File: src/rtl/core/irw_pkg.sv
`timescale 1ns / 1ps

package irw_pkg;

  localparam int SAMPLE_W    = 10;
  localparam int THRESH_W    = 16;
  localparam int NUM_SENSORS = 4;
  localparam int QUEUE_DEPTH = 2;

  localparam logic [THRESH_W-1:0] THRESH_RESET = 16'd1300;

  // command field codes
  localparam logic [1:0] CMD_SAMPLE = 2'd0;
  localparam logic [1:0] CMD_DIR    = 2'd1;
  localparam logic [1:0] CMD_SIDE   = 2'd2;

  // event_code values
  localparam logic [1:0] EV_NONE    = 2'd0;
  localparam logic [1:0] EV_BLOCKED = 2'd1;
  localparam logic [1:0] EV_CLEARED = 2'd2;

  typedef logic [1:0] sensor_t;

  localparam sensor_t SENSOR_0 = 2'd0;
  localparam sensor_t SENSOR_1 = 2'd1;
  localparam sensor_t SENSOR_2 = 2'd2;
  localparam sensor_t SENSOR_3 = 2'd3;

  typedef enum logic [1:0] {
    OP_SAMPLE,
    OP_DIR,
    OP_SIDE,
    OP_NOP
  } op_t;

  // one classified item waiting for the back end
  typedef struct packed {
    op_t                 op;
    logic [SAMPLE_W-1:0] first_sample;
    logic [SAMPLE_W-1:0] second_sample;
    sensor_t             sel_a;
    sensor_t             sel_b;
  } entry_t;

  // back end status seen by the front end
  typedef struct packed {
    logic pop;
    logic clearing;
  } back_stat_t;

endpackage

File: src/rtl/core/irw_ram.sv
`timescale 1ns / 1ps

module irw_ram #(
  parameter int WIDTH = 10,
  parameter int DEPTH = 4,
  parameter int AW    = (DEPTH > 1) ? $clog2(DEPTH) : 1
) (
  input  logic             clk,
  input  logic             we,
  input  logic [AW-1:0]    waddr,
  input  logic [WIDTH-1:0] wdata,
  input  logic [AW-1:0]    raddr,
  output logic [WIDTH-1:0] rdata
);

  logic [WIDTH-1:0] mem [DEPTH];
  logic [WIDTH-1:0] rdata_r;

  always_ff @(posedge clk) begin
    if (we) begin
      mem[waddr] <= wdata;
    end
    rdata_r <= mem[raddr];
  end

  assign rdata = rdata_r;

endmodule

File: src/rtl/core/irw_front.sv
`timescale 1ns / 1ps

module irw_front (
  input  logic                 clk,
  input  logic                 rst_n,
  input  logic                 in_valid,
  output logic                 in_stall,
  input  logic [1:0]           in_command,
  input  logic [9:0]           in_first_converter_value,
  input  logic                 in_first_converter_done,
  input  logic [9:0]           in_second_converter_value,
  input  logic                 in_second_converter_done,
  input  logic                 in_direction,
  input  logic                 in_side,
  input  irw_pkg::back_stat_t  bstat,
  output logic                 q_valid,
  output irw_pkg::entry_t      q_entry
);

  import irw_pkg::*;

  entry_t     q_r [QUEUE_DEPTH];
  logic       wp_r;
  logic       rp_r;
  logic [1:0] cnt_r;
  entry_t     cls;
  logic       push;
  logic       full;

  // classify the incoming item
  always_comb begin
    cls.first_sample  = in_first_converter_done  ? in_first_converter_value  : '0;
    cls.second_sample = in_second_converter_done ? in_second_converter_value : '0;
    cls.sel_a         = in_direction ? SENSOR_3 : SENSOR_0;
    cls.sel_b         = in_direction ? SENSOR_2 : SENSOR_1;
    case (in_command)
      CMD_SAMPLE: cls.op = OP_SAMPLE;
      CMD_DIR:    cls.op = OP_DIR;
      CMD_SIDE: begin
        cls.op = OP_SIDE;
        if (in_direction) begin
          cls.sel_a = in_side ? SENSOR_2 : SENSOR_3;
        end else begin
          cls.sel_a = in_side ? SENSOR_0 : SENSOR_1;
        end
        cls.sel_b = cls.sel_a;
      end
      default:    cls.op = OP_NOP;
    endcase
  end

  assign full     = (cnt_r == 2'(QUEUE_DEPTH));
  assign in_stall = full || bstat.clearing;
  assign push     = in_valid && !in_stall;
  assign q_valid  = (cnt_r != 2'd0);
  assign q_entry  = q_r[rp_r];

  always_ff @(posedge clk) begin
    if (push) begin
      q_r[wp_r] <= cls;
    end
    if (!rst_n) begin
      wp_r  <= 1'b0;
      rp_r  <= 1'b0;
      cnt_r <= 2'd0;
    end else begin
      if (push) begin
        wp_r <= ~wp_r;
      end
      if (bstat.pop) begin
        rp_r <= ~rp_r;
      end
      case ({push, bstat.pop})
        2'b10:   cnt_r <= cnt_r + 2'd1;
        2'b01:   cnt_r <= cnt_r - 2'd1;
        default: cnt_r <= cnt_r;
      endcase
    end
  end

endmodule

File: src/rtl/core/irw_back.sv
`timescale 1ns / 1ps

module irw_back #(
  parameter int WINDOW_DEPTH = 4
) (
  input  logic                 clk,
  input  logic                 rst_n,
  input  logic                 q_valid,
  input  irw_pkg::entry_t      q_entry,
  output irw_pkg::back_stat_t  bstat,
  input  logic                 cfg_we,
  input  logic [15:0]          cfg_wdata,
  output logic                 out_valid,
  input  logic                 out_stall,
  output logic [1:0]           out_event_code,
  output logic                 out_obstacle_seen
);

  import irw_pkg::*;

  localparam int AW    = (WINDOW_DEPTH > 1) ? $clog2(WINDOW_DEPTH) : 1;
  localparam int CW    = $clog2(WINDOW_DEPTH + 1);
  localparam int SW    = $clog2(WINDOW_DEPTH * 1023 + 1);
  localparam int CMP_W = (SW > THRESH_W) ? SW : THRESH_W;

  typedef enum logic [2:0] {
    S_CLEAR,
    S_IDLE,
    S_SUM,
    S_EVAL,
    S_DONE
  } state_t;

  state_t              state_r;
  logic [AW-1:0]       clr_r;
  logic [AW-1:0]       slot_r;
  logic                phase_r;
  logic                latch_r;
  logic [THRESH_W-1:0] thr_r;
  op_t                 op_r;
  sensor_t             sel_a_r;
  sensor_t             sel_b_r;
  logic [CW-1:0]       cnt_r;
  logic [SW-1:0]       acc_a_r;
  logic [SW-1:0]       acc_b_r;
  logic [1:0]          res_event_r;
  logic                res_seen_r;
  logic                out_valid_r;
  logic [1:0]          out_event_r;
  logic                out_seen_r;

  logic [NUM_SENSORS-1:0] ram_we;
  logic [AW-1:0]          ram_waddr;
  logic [SAMPLE_W-1:0]    ram_wdata [NUM_SENSORS];
  logic [AW-1:0]          ram_raddr;
  logic [SAMPLE_W-1:0]    rd_data   [NUM_SENSORS];
  logic                   pop;
  logic                   hit_a;
  logic                   hit_b;
  logic                   hit;

  assign pop            = (state_r == S_IDLE) && q_valid;
  assign bstat.pop      = pop;
  assign bstat.clearing = (state_r == S_CLEAR);

  // window store write and read control
  always_comb begin
    ram_we    = '0;
    ram_waddr = slot_r;
    for (int s = 0; s < NUM_SENSORS; s++) begin
      ram_wdata[s] = (s < 2) ? q_entry.first_sample : q_entry.second_sample;
    end
    if (state_r == S_CLEAR) begin
      ram_we    = '1;
      ram_waddr = clr_r;
      for (int s = 0; s < NUM_SENSORS; s++) begin
        ram_wdata[s] = '0;
      end
    end else if (pop && (q_entry.op == OP_SAMPLE)) begin
      // phase 0 feeds sensors 0 and 2, phase 1 sensors 1 and 3
      if (phase_r) begin
        ram_we[SENSOR_1] = 1'b1;
        ram_we[SENSOR_3] = 1'b1;
      end else begin
        ram_we[SENSOR_0] = 1'b1;
        ram_we[SENSOR_2] = 1'b1;
      end
    end
    ram_raddr = (cnt_r < CW'(WINDOW_DEPTH)) ? cnt_r[AW-1:0] : '0;
  end

  for (genvar g = 0; g < NUM_SENSORS; g++) begin : g_win
    irw_ram #(
      .WIDTH (SAMPLE_W),
      .DEPTH (WINDOW_DEPTH)
    ) u_ram (
      .clk   (clk),
      .we    (ram_we[g]),
      .waddr (ram_waddr),
      .wdata (ram_wdata[g]),
      .raddr (ram_raddr),
      .rdata (rd_data[g])
    );
  end

  assign hit_a = CMP_W'(acc_a_r) > CMP_W'(thr_r);
  assign hit_b = CMP_W'(acc_b_r) > CMP_W'(thr_r);
  assign hit   = hit_a || hit_b;

  always_ff @(posedge clk) begin
    if (!rst_n) begin
      state_r     <= S_CLEAR;
      clr_r       <= '0;
      slot_r      <= '0;
      phase_r     <= 1'b0;
      latch_r     <= 1'b0;
      thr_r       <= THRESH_RESET;
      cnt_r       <= '0;
      out_valid_r <= 1'b0;
    end else begin
      if (cfg_we) begin
        thr_r <= cfg_wdata;
      end
      // S_DONE owns out_valid_r while it waits to load
      if (out_valid_r && !out_stall && (state_r != S_DONE)) begin
        out_valid_r <= 1'b0;
      end
      case (state_r)
        S_CLEAR: begin
          clr_r <= clr_r + AW'(1);
          if (clr_r == AW'(WINDOW_DEPTH - 1)) begin
            state_r <= S_IDLE;
          end
        end
        S_IDLE: begin
          if (q_valid) begin
            op_r        <= q_entry.op;
            sel_a_r     <= q_entry.sel_a;
            sel_b_r     <= q_entry.sel_b;
            res_event_r <= EV_NONE;
            res_seen_r  <= 1'b0;
            cnt_r       <= '0;
            acc_a_r     <= '0;
            acc_b_r     <= '0;
            case (q_entry.op)
              OP_SAMPLE: begin
                phase_r <= ~phase_r;
                if (phase_r) begin
                  slot_r <= (slot_r == AW'(WINDOW_DEPTH - 1)) ? '0 : slot_r + AW'(1);
                end
                state_r <= S_DONE;
              end
              OP_DIR, OP_SIDE: state_r <= S_SUM;
              default:         state_r <= S_DONE;
            endcase
          end
        end
        S_SUM: begin
          // the store read is registered, so read data lags the address
          if (cnt_r != '0) begin
            acc_a_r <= acc_a_r + SW'(rd_data[sel_a_r]);
            acc_b_r <= acc_b_r + SW'(rd_data[sel_b_r]);
          end
          cnt_r <= cnt_r + CW'(1);
          if (cnt_r == CW'(WINDOW_DEPTH)) begin
            state_r <= S_EVAL;
          end
        end
        S_EVAL: begin
          res_seen_r <= hit;
          if (op_r == OP_DIR) begin
            if (hit && !latch_r) begin
              latch_r     <= 1'b1;
              res_event_r <= EV_BLOCKED;
            end else if (!hit && latch_r) begin
              latch_r     <= 1'b0;
              res_event_r <= EV_CLEARED;
            end
          end
          state_r <= S_DONE;
        end
        S_DONE: begin
          if (!out_valid_r || !out_stall) begin
            out_valid_r <= 1'b1;
            out_event_r <= res_event_r;
            out_seen_r  <= res_seen_r;
            state_r     <= S_IDLE;
          end
        end
        default: state_r <= S_IDLE;
      endcase
    end
  end

  assign out_valid         = out_valid_r;
  assign out_event_code    = out_event_r;
  assign out_obstacle_seen = out_seen_r;

endmodule

File: src/rtl/core/ir_range_window_obstacle_detect.sv
`timescale 1ns / 1ps
// channel   direction  ports                                       transfer when
// input     in         in_valid, in_stall, in_<field> x7           in_valid & !in_stall
// result    out        out_valid, out_stall, out_event_code/seen   out_valid & !out_stall
// config    in         cfg_we, cfg_wdata[15:0] (threshold)         cfg_we
//
// A sample passes through the queue, one store write and the output load.
// Queries: one read port per window and one adder per summed sensor walk the
//   window one slot a cycle.
// Reset (synchronous, rst_n low) starts a clearing pass over the four window
//   stores; in_stall is high during it.
// A two-entry queue separates input classification from execution, so input
//   transfers continue until the queue fills while a result waits behind out_stall.

module ir_range_window_obstacle_detect #(
  parameter int WINDOW_DEPTH = 4
) (
  input  logic        clk,
  input  logic        rst_n,
  // input channel
  input  logic        in_valid,
  output logic        in_stall,
  input  logic [1:0]  in_command,
  input  logic [9:0]  in_first_converter_value,
  input  logic        in_first_converter_done,
  input  logic [9:0]  in_second_converter_value,
  input  logic        in_second_converter_done,
  input  logic        in_direction,
  input  logic        in_side,
  // result channel
  output logic        out_valid,
  input  logic        out_stall,
  output logic [1:0]  out_event_code,
  output logic        out_obstacle_seen,
  // threshold register
  input  logic        cfg_we,
  input  logic [15:0] cfg_wdata
);

  import irw_pkg::*;

  logic       q_valid;
  entry_t     q_entry;
  back_stat_t bstat;

  // front: accept, classify, queue
  irw_front u_front (
    .clk                       (clk),
    .rst_n                     (rst_n),
    .in_valid                  (in_valid),
    .in_stall                  (in_stall),
    .in_command                (in_command),
    .in_first_converter_value  (in_first_converter_value),
    .in_first_converter_done   (in_first_converter_done),
    .in_second_converter_value (in_second_converter_value),
    .in_second_converter_done  (in_second_converter_done),
    .in_direction              (in_direction),
    .in_side                   (in_side),
    .bstat                     (bstat),
    .q_valid                   (q_valid),
    .q_entry                   (q_entry)
  );

  // back: window stores, summing, blocked latch, output register
  irw_back #(
    .WINDOW_DEPTH (WINDOW_DEPTH)
  ) u_back (
    .clk               (clk),
    .rst_n             (rst_n),
    .q_valid           (q_valid),
    .q_entry           (q_entry),
    .bstat             (bstat),
    .cfg_we            (cfg_we),
    .cfg_wdata         (cfg_wdata),
    .out_valid         (out_valid),
    .out_stall         (out_stall),
    .out_event_code    (out_event_code),
    .out_obstacle_seen (out_obstacle_seen)
  );

endmodule
File: config.mk
export PLATFORM = sky130hd
export DESIGN_NAME = ir_range_window_obstacle_detect
export DESIGN_NICKNAME = d
export VERILOG_FILES = /design/src/rtl/core/irw_pkg.sv /design/src/rtl/core/irw_ram.sv /design/src/rtl/core/irw_front.sv /design/src/rtl/core/irw_back.sv /design/src/rtl/core/ir_range_window_obstacle_detect.sv
export SDC_FILE = /design/constraint.sdc
export NUM_CORES = 1
export LEC_CHECK = 0
export BUFFER_PORTS_ARGS = -buffer_cell sky130_fd_sc_hd__buf_2
export CORE_ASPECT_RATIO = 0.7
export CORE_UTILIZATION = 50
export DETAILED_ROUTE_END_ITERATION = 7
export HOLD_SLACK_MARGIN = 0.06
export PLACE_DENSITY = 0.73
export SKIP_CTS_REPAIR_TIMING = 1
export SKIP_LAST_GASP = 1
export SLEW_MARGIN = 20
export SYNTH_ARGS = -nofsm -noshare
export SYNTH_HDL_FRONTEND = slang
export SYNTH_HIERARCHICAL = 1
export SYNTH_SLANG_ARGS = --single-unit
File: constraint.sdc
create_clock -name clk -period 2.9 [get_ports clk]
set_input_delay 0 -clock clk [delete_from_list [all_inputs] [get_ports clk]]
set_output_delay 0 -clock clk [all_outputs]
set_load 0.01 [all_outputs]
### Word level (Yosys, flattened, before mapping)

Memories as Yosys holds them, arrays and structs flattened. A register that Yosys moved wholly into a read port is not among the register bits.
Index checks and enable logic that the tools add are counted.
Widths: inputs -> output; s select.

| storage, ports and cells | value |
|---|---|
| register bits | 69 |
| memory bits (writable) | 212 |
| bits of input ports | 47 |
| output and inout bits | 5 |
| memories kept | 5 |

| operators by class | value |
|---|---|
| $add $sub $neg | 7 |
| order comparisons | 5 |
| equal/unequal tests | 23 |
| multiplexer cells | 61 |
| bitwise operators | 5 |
| reductions and logical operators | 35 |

Memory list:

| name | words | width | read ports | clocked after Yosys merged registers in | wr ports | line | text |
|---|---|---|---|---|---|---|---|
| u_front.q_r | 2 | 26 | 1 | 1 | 1 | irw_front.sv:22 | `entry_t q_r [QUEUE_DEPTH];` |
| u_back.g_win[0].u_ram.mem | 4 | 10 | 1 | 1 | 1 | irw_ram.sv:16 | `logic [WIDTH-1:0] mem [DEPTH];` |
| u_back.g_win[1].u_ram.mem | 4 | 10 | 1 | 1 | 1 | irw_ram.sv:16 |  |
| u_back.g_win[2].u_ram.mem | 4 | 10 | 1 | 1 | 1 | irw_ram.sv:16 |  |
| u_back.g_win[3].u_ram.mem | 4 | 10 | 1 | 1 | 1 | irw_ram.sv:16 |  |

Operator list:

| operator | number |
|---|---|
| $mux 10 | 6 |
| $pmux 12 s2 | 2 |
| $bmux 10 s2 | 2 |
| $mux 40 | 1 |
| $mux 12 | 3 |
| $gt 12x16->1 | 2 |
| $add 12x10->12 | 2 |
| $mux 1 | 22 |
| $mux 2 | 10 |
| $mux 3 | 6 |
| $pmux 3 s5 | 1 |
| $reduce_and 3->1 | 5 |
| $eq 2x2->1 const B | 6 |
| $mux 4 | 3 |
| $ne 2x1->1 const B | 6 |
| $reduce_and 4->1 | 3 |
| $reduce_bool 2->1 | 5 |
| $eq 2x1->1 const B | 4 |
| $pmux 2 s2 | 2 |
| $logic_and 1x1->1 | 7 |
| $add 2x1->2 const B | 3 |
| $eq 3x2->1 const B | 2 |
| $eq 3x3->1 const B | 2 |
| $ge 3x3->1 const B | 2 |
| 19 further kinds | 29 |

### Logic depth before layout (Yosys ltp)

| logic depth | value |
|---|---|
| depth in word-level cells | 8 |
| mapped depth | 12 |
| depth with buffers taken out | 12 |

### Cells and area by module

The synthesis kept the hierarchy.

Modules (own cells, without submodules):

| module | times used | cells an instance | area each (um^2) | seq. area each (um^2) |
|---|---|---|---|---|
| irw_ram | 4 | 66 | 1674.1 | 1401.3 |
| irw_back | 1 | 459 | 4619.4 | 1661.6 |
| irw_front | 1 | 132 | 2197.1 | 1601.5 |

### Least setup slack after synthesis

No wires, ideal clock.

| path | value |
|---|---|
| path kind | register to register |
| start | register with a tool-made name |
| end | memory u_back.g_win[0].u_ram.mem[0][0] (enable) |
| setup time | 0.392 ns |
| arrival time | 2.507 ns |
| data required time | 2.508 ns |
| path slack | 0.001 ns |
| stages on the path, launching flop included | 9 |
| path buffers | 2 |
| period minus slack after synthesis | 2.899 ns |
| path through | dfxtp_1 -> buf_2 -> buf_2 -> mux2_2 -> inv_1 -> ha_1 -> nand2_1 -> o21ai_0 -> nor3b_1 |

RTL lines:

| element | line |
|---|---|
| to (decl) | irw_ram.sv:16 |

### Final worst setup path

| path | value |
|---|---|
| start | register u_back.sel_b_r[0] |
| end | register u_back.acc_b_r[11], data pin |

| on the way | value |
|---|---|
| longest elaborated chain between the ends | 7 |

RTL lines:

| element | line | text |
|---|---|---|
| from (decl) | irw_back.sv:42 | `sensor_t sel_b_r;` |
| from (signal assigned) | irw_back.sv:139 | `sel_b_r <= q_entry.sel_b;` |
| $not 2->3 (not written as such) | irw_back.sv:162 | `acc_b_r <= acc_b_r + SW'(rd_data[sel_b_r]);` |
| $bmux 10 s2 | irw_back.sv:162 |  |
| $mux 10 (not written as such) (2 in series) | irw_back.sv:162 |  |
| $add 12x10->12 | irw_back.sv:162 |  |
| $mux 12 | irw_back.sv:160 | `if (cnt_r != '0) begin` |
| $pmux 12 s2 | irw_back.sv:128 | `case (state_r)` |
| to (signal assigned) | irw_back.sv:162 |  |
| to (decl) | irw_back.sv:45 | `logic [SW-1:0] acc_b_r;` |

Every way passes these cells. The select of a mux whose other input is x is not followed.
A chain may end at the register's enable or synchronous reset.

==> impl_table.tex <==
\begin{tabular}{lr}
\hline
Metric & Value \\
\hline
\multicolumn{2}{l}{\textbf{Outcome}} \\
Outcome & finished clean \\
\multicolumn{2}{l}{\textbf{Power and ir drop}} \\
Peak supply drop & 0.5594 mV \\
Overall power of the completed layout & 12.17 mW \\
Leak pwr & 6.048 nW \\
Total power density per cell area & 744.9 nW/um2 \\
\multicolumn{2}{l}{\textbf{Setup path}} \\
Biggest cell delay along the critical path & 0.58 ns \\
Crit. Startpoint & u\_back/sel\_b\_r[0]\$\_DFFE\_PP\_ \\
Launching point of the worst reg2reg path & u\_back/sel\_b\_r[0]\$\_DFFE\_PP\_ \\
Library cell contributing the largest single delay on the critical path & sky130\_fd\_sc\_hd\_\_mux4\_2 \\
Peak fanout along the critical path & 4 \\
Number of buffers and inverters on the critical path & 0 \\
Required time reported for the critical path endpoint & 3.21 ns \\
Setup crit start kind & flop \\
Arrival time worst endpoint & 3.17 ns \\
Type of the worst setup path & flop to flop \\
Cell family with most CP delay & compound AO/OA/AOI/OAI gates \\
Critical Path End Type & flop \\
Most prevalent standard cell on the critical path & sky130\_fd\_sc\_hd\_\_a21oi\_2 \\
Critical path, cell by cell & mux4\_2, ha\_4, a211o\_1, a2111oi\_4, o31ai\_2, a21oi\_2, or3\_4, a21oi\_2 \\
\multicolumn{2}{l}{\textbf{Yosys}} \\
Post-Syn Nets & 955 \\
Number of cells produced by synthesis & 855 \\
Synthesized flop and latch total & 320 \\
Synth Flop Type & sky130\_fd\_sc\_hd\_\_edfxtp\_1 \\
Distinct cell type count of the synthesized netlist & 57 \\
Yosys warning count & 6 \\
Fraction of the yosys area taken by sequential cells & 0.6563 \\
Number of enable-type register cells in the synthesized netlist & 246 \\
Netlist Area Pre-Place & 13,510 um2 \\
Share of synthesized flip-flops with an asynchronous set or reset & 0 \\
Mean instance size in the synthesized netlist & 15.80 um2 \\
\multicolumn{2}{l}{\textbf{Global routing}} \\
Via count of the first global-routing pass & 7,114 \\
First-pass GRT wire length & 40,810 um \\
Maximum number of pins on one net before global-route repair & 41 \\
Total routing usage reported by global routing & 0.1943 \\
Initial antenna violation count & 0 \\
Overflow left after global routing & 0 \\
\multicolumn{2}{l}{\textbf{CTS}} \\
CTS tree & built \\
Root buf cell & sky130\_fd\_sc\_hd\_\_clkbuf\_16 \\
Clock-pin slew on the worst setup and hold paths & 0.07 ns \\
Total clock buffers created by CTS & 29 \\
Number of buffers between clock root and the deepest sink & 3 \\
Max H-tree Level & 1 \\
Number of clock sinks & 320 \\
Skew-Pair Late Insertion Delay & 0.56 ns \\
\multicolumn{2}{l}{\textbf{Worst hold path}} \\
HP Class & primary input to flop \\
Worst hold start & in\_command[0] \\
\multicolumn{2}{l}{\textbf{Placed design}} \\
Number of input and output port buffers inserted & 51 \\
Gp weighted congestion & 0.8406 \\
DPL Wire Length & 18,080 um \\
Post-placement cell area & 14,330 um2 \\
Worst-case setup slack after placement & 0.05752 ns \\
\multicolumn{2}{l}{\textbf{Cells and area}} \\
Summed area of non-filler cells in the final layout & 16,340 um2 \\
Post-synthesis to final-layout area growth & 20.94\% \\
Post-layout utilization of the core & 0.6257 \\
Fraction of final layout cells with drive strength greater than 1 & 0.2467 \\
FILL cells & 1,899 \\
Final net count & 1,127 \\
Diodes inserted & 0 \\
\multicolumn{2}{l}{\textbf{Detailed routing}} \\
DR DRC count & 0 \\
Wire length after detailed routing & 27,860 um \\
Count of routing violations after the opening detailed-route iteration & 563 \\
Via density per instance & 5.424 \\
Vias & 7,632 \\
Routed wirelength normalized by instance count & 19.80 um \\
Remaining number of nets flagged by the antenna check after routing & 0 \\
Count of TritonRoute iterations in the first routing pass & 5 \\
\multicolumn{2}{l}{\textbf{Timing}} \\
Fmax & 0.3492 GHz \\
Final period demand of the worst path & 2.863 ns \\
Final number of hold-violating endpoints & 0 \\
Slew HR & 0.5853 \\
Worst Slack Setup Final & 0.03665 ns \\
Max-slew violation count & 0 \\
Slew at the pin with the worst max-slew slack & 0.6221 ns \\
Fraction of the cycle the final worst path needs & 0.9874 \\
Worst hold margin & 0.1806 ns \\
Setup Skew & 0.01459 ns \\
Number of setup violations in the final report & 0 \\
\multicolumn{2}{l}{\textbf{Die}} \\
Initial core utilization & 0.5174 \\
Die H & 139.5 um \\
Core Area & 26,120 um2 \\
Number of rows in the core area & 49 \\
I/O pins & 52 \\
Width of the chip & 198.5 um \\
Die area & 27,700 um2 \\
\multicolumn{2}{l}{\textbf{Job}} \\
Max cap viols & 0 \\
\hline
\end{tabular}
==> cells by family (layout without fill, tap and decap cells) <==
family	after synthesis	after routing	share of synthesized area
fa+ha+maj	53	53	0.05019
flops	320	320	0.6563
mux	100	100	0.1319
buf+inv	66	261	0.02268
xor+xnor	18	18	0.01167
simple gates	212	212	0.08500
compound gates	86	86	0.04222
==> layout make-up <==
type | instances | area, um2 | share of cell area
clock buffers | 38 | 843.3 | 0.05160
clock inverters | 16 | 150.1 | 0.009188
inverters | 35 | 131.4 | 0.008039
multi-input cells | 469 | 4502 | 0.2755
flip-flops and latches | 320 | 8869 | 0.5427
well taps | 357 | 446.7 | 0.02733
repair buffers | 172 | 1400 | 0.08567
==> per-layer routing <==
metal  wire length (um)  share of wire  track usage  vias to the layer above
met5                  0              0            0                        -
met4                494          0.018      0.04008                        0
met3               1551          0.056      0.03878                       39
met2              12670           0.45       0.2844                      204
met1              13140           0.47       0.3018                     3805
li1                   -              -            -                     3584
==> power breakdown <==
group | switching (mW) | internal [mW] | total, mW | leakage (nW)
clock | 1.67 | 2.24 | 3.91 | 0.486
combinational | 1.16 | 1.04 | 2.20 | 2.61
sequential | 0.291 | 5.77 | 6.06 | 2.96
==> final timing paths <==
kind / end / slack (ns) / cells past startpoint
worst max-delay path: u_back/acc_b_r[11]$_SDFFCE_PN0P_ / 0.04 / 8
worst min register to register: u_back/out_event_code[1]$_DFFE_PP_ / 0.43 / 0
worst min-delay path: u_front/q_r[1][24]$_DFFE_PP_ / 0.18 / 2
worst max register to register: u_back/acc_b_r[11]$_SDFFCE_PN0P_ / 0.04 / 8
==> synth_stat cells, types with 2 or more instances <==
cell type                  instances  area, um2
sky130_fd_sc_hd__edfxtp_1        246       7387
sky130_fd_sc_hd__dfxtp_1          74       1481
sky130_fd_sc_hd__mux4_2           60       1351
sky130_fd_sc_hd__ha_1             51      638.1
sky130_fd_sc_hd__and2_1           48      300.3
sky130_fd_sc_hd__nor2_1           41      153.9
sky130_fd_sc_hd__inv_1            34      127.6
sky130_fd_sc_hd__nand2_1          34      127.6
sky130_fd_sc_hd__a21oi_1          32      160.2
sky130_fd_sc_hd__nor2b_1          25      156.4
sky130_fd_sc_hd__mux2_2           24      270.3
sky130_fd_sc_hd__mux2i_1          15      150.1
sky130_fd_sc_hd__o21ai_0          14      70.07
sky130_fd_sc_hd__clkbuf_1         11      41.29
sky130_fd_sc_hd__nor3_1           10      50.05
sky130_fd_sc_hd__and3_1            9      56.30
sky130_fd_sc_hd__xnor2_1           9      78.83
sky130_fd_sc_hd__xor2_1            9      78.83
sky130_fd_sc_hd__and3b_1           8      70.07
sky130_fd_sc_hd__nand4_1           8      50.05
sky130_fd_sc_hd__buf_2             7      35.03
sky130_fd_sc_hd__nand3_1           7      35.03
sky130_fd_sc_hd__nand2b_1          6      37.54
sky130_fd_sc_hd__o211ai_1          6      45.04
sky130_fd_sc_hd__o21a_1            6      45.04
sky130_fd_sc_hd__buf_6             5      56.30
sky130_fd_sc_hd__nor3b_1           5      37.54
sky130_fd_sc_hd__a211oi_1          4      30.03
sky130_fd_sc_hd__a21o_1            4      30.03
sky130_fd_sc_hd__clkbuf_2          4      20.02
sky130_fd_sc_hd__or3_1             4      25.02
sky130_fd_sc_hd__a21boi_0          2      15.01
sky130_fd_sc_hd__a21boi_1          2      15.01
sky130_fd_sc_hd__a31oi_1           2      12.51
sky130_fd_sc_hd__buf_1             2      7.510
sky130_fd_sc_hd__buf_4             2      15.01
sky130_fd_sc_hd__fa_1              2      40.04
sky130_fd_sc_hd__o31ai_1           2      15.01
sky130_fd_sc_hd__o31ai_2           2      25.02
sky130_fd_sc_hd__or2_2             2      12.51
==> layout by cell type, fill, tap and decap left out, types with 5 or more instances in the layout <==
cell type                       count
sky130_fd_sc_hd__a21oi_1           28
sky130_fd_sc_hd__and2_1            48
sky130_fd_sc_hd__and3_1             9
sky130_fd_sc_hd__and3b_1            8
sky130_fd_sc_hd__buf_2             51
sky130_fd_sc_hd__buf_4             39
sky130_fd_sc_hd__clkbuf_16         32
sky130_fd_sc_hd__clkinv_2           8
sky130_fd_sc_hd__dfxtp_1           74
sky130_fd_sc_hd__dlygate4sd3_1     78
sky130_fd_sc_hd__edfxtp_1         246
sky130_fd_sc_hd__ha_1              44
sky130_fd_sc_hd__ha_4               6
sky130_fd_sc_hd__inv_1             33
sky130_fd_sc_hd__mux2_2            24
sky130_fd_sc_hd__mux2i_1           15
sky130_fd_sc_hd__mux4_2            60
sky130_fd_sc_hd__nand2_1           34
sky130_fd_sc_hd__nand2b_1           6
sky130_fd_sc_hd__nand3_1            7
sky130_fd_sc_hd__nand4_1            8
sky130_fd_sc_hd__nor2_1            35
sky130_fd_sc_hd__nor2b_1           23
sky130_fd_sc_hd__nor3_1            10
sky130_fd_sc_hd__nor3b_1            5
sky130_fd_sc_hd__o211ai_1           6
sky130_fd_sc_hd__o21a_1             6
sky130_fd_sc_hd__o21ai_0           14
sky130_fd_sc_hd__xnor2_1            9
sky130_fd_sc_hd__xor2_1             9
==> per-stage QoR <==
step	TNS (ns)	instances
after floorplan	0	855
after global placement	0	1264
after detailed placement	0	1264
after CTS	0	1318
after global routing	-0.06522	1407
final	0	1407
==> registers in the layout, indices dropped and copies added, names as in the netlist, 2 cells and up, named ones only <==
| register | cells |
|---|---|
| u_back/acc_b_r | 12 |
| u_back/out_event_code | 2 |
| u_back/res_event_r | 2 |
| u_back/cnt_r | 3 |
| u_front/q_r | 50 |
| u_back/sel_b_r | 2 |
| u_back/g_win.u_ram/mem | 160 |
| u_back/thr_r | 16 |
| u_back/g_win.u_ram/rdata | 40 |
| u_back/clr_r | 2 |
| u_back/op_r | 2 |
| u_front/cnt_r | 2 |
| u_back/acc_a_r | 12 |
| u_back/slot_r | 2 |
| u_back/sel_a_r | 2 |
| u_back/state_r | 3 |
Power figures use the tool's default switching activity.
